==> config.mk <==
export PLATFORM = sky130hd
export DESIGN_NAME = gat_mul
export DESIGN_NICKNAME = d
export VERILOG_FILES = /design/src/hw/rtl/gat_pkg.sv /design/src/hw/rtl/gat_mul.sv
export SDC_FILE = /design/constraint.sdc
export NUM_CORES = 2
export LEC_CHECK = 0
export BUFFER_PORTS_ARGS = -buffer_cell sky130_fd_sc_hd__buf_4
export CORE_MARGIN = 5
export CORE_UTILIZATION = 49
export CTS_BUF_LIST = sky130_fd_sc_hd__clkbuf_8
export DETAILED_ROUTE_END_ITERATION = 16
export PLACE_DENSITY = 0.68
export SKIP_LAST_GASP = 1
export SYNTH_ARGS = -nofsm -noshare
export SYNTH_HDL_FRONTEND = slang
export SYNTH_SLANG_ARGS = --single-unit
==> constraint.sdc <==
create_clock -name clk_i -period 8.76 [get_ports clk_i]
set_input_delay 1.752 -clock clk_i [delete_from_list [all_inputs] [get_ports clk_i]]
set_output_delay 1.752 -clock clk_i [all_outputs]
set_load 0.02 [all_outputs]
==> src/hw/rtl/gat_pkg.sv <==
// Types, constants and helper functions of the glide altitude tracker.
// Depends on nothing; used by the interfaces, the datapath and the checker.
package gat_pkg;

  localparam int unsigned COORD_W    = 32;
  localparam int unsigned RATIO_W    = 16;
  localparam int unsigned ANGLE_W    = 2;
  localparam int unsigned REQ_W      = 2;
  localparam int unsigned CFG_IDX_W  = 1;
  localparam int unsigned CFG_DATA_W = 16;
  localparam int unsigned FACTOR_W   = 17;
  localparam int unsigned PROD_W     = 2 * COORD_W;
  localparam int unsigned SUM_W      = PROD_W + 1;
  localparam int unsigned DIST_W     = 32;
  localparam int unsigned DROP_W     = 34;
  localparam int unsigned REM_W      = DIST_W + 2;
  localparam int unsigned NUM_SHIFT  = 24;
  localparam int unsigned SQRT_STEPS = DIST_W;
  localparam int unsigned QUO_BITS   = DROP_W;
  localparam int unsigned CNT_W      = $clog2(QUO_BITS);

  // Quotients at or above 2^34 are caught before the division starts.
  localparam int unsigned SAT_SHIFT = QUO_BITS - NUM_SHIFT;

  localparam logic [DROP_W-1:0]  DROP_MAX = DROP_W'(1) << (DROP_W - 1);
  localparam logic [RATIO_W-1:0] GLIDE_RATIO_RST = RATIO_W'(2560);

  // Cosine factors in unsigned Q1.16; a straight leg uses 1.0.
  localparam logic [FACTOR_W-1:0] COS_20  = FACTOR_W'(61584);
  localparam logic [FACTOR_W-1:0] COS_30  = FACTOR_W'(56756);
  localparam logic [FACTOR_W-1:0] COS_45  = FACTOR_W'(46341);
  localparam logic [FACTOR_W-1:0] COS_ONE = FACTOR_W'(65536);

  typedef enum logic [REQ_W-1:0] {
    REQ_START    = 2'd0,
    REQ_STRAIGHT = 2'd1,
    REQ_BANKED   = 2'd2
  } req_type_e;

  typedef enum logic [ANGLE_W-1:0] {
    ANGLE_20 = 2'd0,
    ANGLE_30 = 2'd1,
    ANGLE_45 = 2'd2
  } bank_angle_e;

  typedef enum logic [CFG_IDX_W-1:0] {
    CFG_GLIDE_RATIO = 1'b0,
    CFG_BANK_ANGLE  = 1'b1
  } cfg_idx_e;

  typedef enum logic [8:0] {
    ST_IDLE = 9'b000000001,
    ST_DIFF = 9'b000000010,
    ST_SQX  = 9'b000000100,
    ST_SQY  = 9'b000001000,
    ST_EFF  = 9'b000010000,
    ST_ROOT = 9'b000100000,
    ST_CHK  = 9'b001000000,
    ST_DIV  = 9'b010000000,
    ST_FIN  = 9'b100000000
  } state_e;

  // The unused angle code behaves as 45 degrees.
  function automatic logic [FACTOR_W-1:0] bank_factor(input logic [ANGLE_W-1:0] code);
    logic [FACTOR_W-1:0] f;
    case (bank_angle_e'(code))
      ANGLE_20: f = COS_20;
      ANGLE_30: f = COS_30;
      ANGLE_45: f = COS_45;
      default:  f = COS_45;
    endcase
    return f;
  endfunction

endpackage

==> src/hw/rtl/gat_mul.sv <==
// Shared registered 32x32 unsigned multiplier of the glide altitude tracker.
// Depends on gat_pkg.
module gat_mul import gat_pkg::*; (
  input  logic               clk_i,
  input  logic               en_i,
  input  logic [COORD_W-1:0] a_i,
  input  logic [COORD_W-1:0] b_i,
  output logic [PROD_W-1:0]  p_o
);

  logic [PROD_W-1:0] p_q;

  always_ff @(posedge clk_i) begin
    if (en_i) begin
      p_q <= a_i * b_i;
    end
  end

  assign p_o = p_q;

endmodule

==> results.md <==
* Run status: complete, no violations
* Final clock period utilization by the worst path at 97.6%
* Yosys reg bits at 64
* Post-synth ARST share at 0%
* Global route overflow at 0
* Pre-Repair DR Iteration Count at 5
* First-pass GRT wire length at approximately 150 mm
* CP most frequent cell: fa_1
* Netlist cell types at 57
* WS Path Type: in2reg
* Initial antenna violation count at 8
* Num ports at 130
* Slowest stage delay, CP at 0.56 ns
* Largest register FFs at 64
* Post-DRT Antenna Nets at 0
* Hold Path Class: in2reg
* Avg Inst Size Synth at 9.42 um^2
* Final WL at 92.5 mm
* Routed via count at ~26,000
* Final Critical Period at 8.55 ns
* Arr. time, crit path at 8.68 ns
* # port buffers at roughly 130
* Gr usage total at 24.6%
* CTS Buffer Depth at 2
* DP HPWL at 81.6 mm
* Vias in the first global route at around 28,000
* Ranking of synthesized cells by area: fa_1 51%, and2_1 11%, ha_1 9.3%
* Remaining DRCs at 0
* Clock transition at path regs at approximately 0.080 ns
* H-tree depth at 3
* Post-synth EDFFs at 64
* Total number of yosys warnings at 0
* Die height at 278 um
* Synth Net Count at between 4,000 and 5,000
* Hold_buf cts at 0
* Worst setup path startpoint: b_i[8]
* Starting density of the core at 49.4%
* Startpoint types: primary input
* Clk sinks at 64
* P&R area growth vs syn at 10.4%
* Top-count cell post-synth: fa_1
* Crit path to: p_o[62]$_DFFE_PP_
* Placed insts at 4,870
* Synth top area share at around half
* Top cells by count, synth: 896 x fa_1, 865 x inv_1, 602 x and2_1, 480 x nand2_1, 263 x ha_1
* Slew headroom at 38.6%
* Post-CTS sizing at 0
* Area leader, netlist: fa_1
* Sequential fraction of the synthesis area at 5.44%
* Die width at 278 um
* Drt via density at 5.23
* Count of final setup violators at 0
* Least-Margin Pin Slew at between 0.9 and 1 ns
* Ys flop type: edfxtp_1
* WP data required at 8.89 ns
* Critical Path Sink Type: register
* Fin. Hold Viols at 0
* CP max stage cell: fa_1
* Core footprint at just over 70,000 um^2
* Finished Layout Cells at 4,893
* Iteration-0 DRC Markers at ~1,400
* Post-layout util at 54.6%
* Post-Synthesis Cells at ~3,700
* Fin. max-slew vios at 0
* CTS tree: built
* Clk root buf: clkbuf_8
* Routed len/inst at 18.9 um
* Mapped Area at 35,300 um^2
* Gpl congestion at 0.897
* Die area at a little under 80,000 um^2
* Row cnt at 98
* Post-CTS Setup Inserts at 0
* Max_cap viols at 0
* Proportion of layout cells with a drive suffix above 1 at between 10% and 20%
* CTS Buf Count at 9
* Fmax at 117 MHz
* RSZ-0062 raised after global routing: yes
* Critical Path Fanout Max at 16
* Layout Nets at 5,156
* Largest net degree at the start of global routing at 65
## layer usage
layer  vias up  wire length (um)  share of wire [%]  track usage, %
met5         -                12              0.013               0
met1     13332             36100                 39            31.7
li1      11277                 -                  -               -
met3       214              4480                4.8            2.82
met4         2              3880                4.2            8.91
met2       766             48000                 52            43.3
## worst max-delay path, delay by kind of cell
kind                       cells  cell delay [ns]
adders and majority gates      9             4.22
and+or+nand+nor                4             1.03
AOI/OAI and AO/OA              4             0.62
xor gates and xnor gates       1             0.09
buffers and inverters          9             0.96
## layout by cell type (no fill, tap or decap), types with 21 or more instances in the layout
master and count:
o21ai_0 21, a21oi_1 63, inv_1 865, a21o_1 40, ha_1 263, buf_4 382
nand4_1 23, and2_1 602, edfxtp_1 64, xor2_1 25, nand2_1 480, fa_1 896
xnor2_1 35
## layout make-up
class	instances	area (um^2)
clock buffer	9	124
sequential	64	1920
tap	950	1190
antenna	7	17.5
multi-input combinational	2599	29300
timing repair buffer	392	3070
inverter	865	3250
clock inverter	7	103
fill	6454	32500
## metrics by stage
step	TNS (ns)	worst slack [ns]	instance area, um^2	hold slack (ns)
global route	-0.0124	-0.0124	39000	2.01
floorplan	0	0.129	35300	1.86
global placement	-0.996	-0.164	38700	2.18
finish	0	0.210	39000	2.00
CTS	0	0.197	39000	1.98
detailed placement	-1.47	-0.215	38700	2.19
## logic make-up (layout without fill, tap and decap cells)
logic type	count (synthesis)	count (layout)	synth area share (%)
AOI/OAI and AO/OA	202	202	4.08
buffers and inverters	1085	1273	11.6
xor gates and xnor gates	60	60	1.49
adders and majority gates	1159	1159	60.1
and+or+nand+nor	1177	1177	17.3
DFF	64	64	5.44
other	0	7	0
muxes	1	1	0.0283
## worst min path at each step
stage,endpoint,cells past startpoint,slack (ns),startpoint
2_1_floorplan,p_o[0]$_DFFE_PP_,0,1.86,en_i
3_3_place_gp,p_o[48],1,2.18,p_o[48]$_DFFE_PP_
3_5_place_dp,p_o[6],1,2.19,p_o[6]$_DFFE_PP_
4_1_cts,p_o[0]$_DFFE_PP_,2,1.98,b_i[0]
5_1_grt,p_o[0]$_DFFE_PP_,2,2.01,b_i[0]
6_report,p_o[52]$_DFFE_PP_,1,2.00,en_i
Power is left out: the tool's default activity adds up to more than one toggle a clock period on the data nets, which glitch-free logic cannot reach.
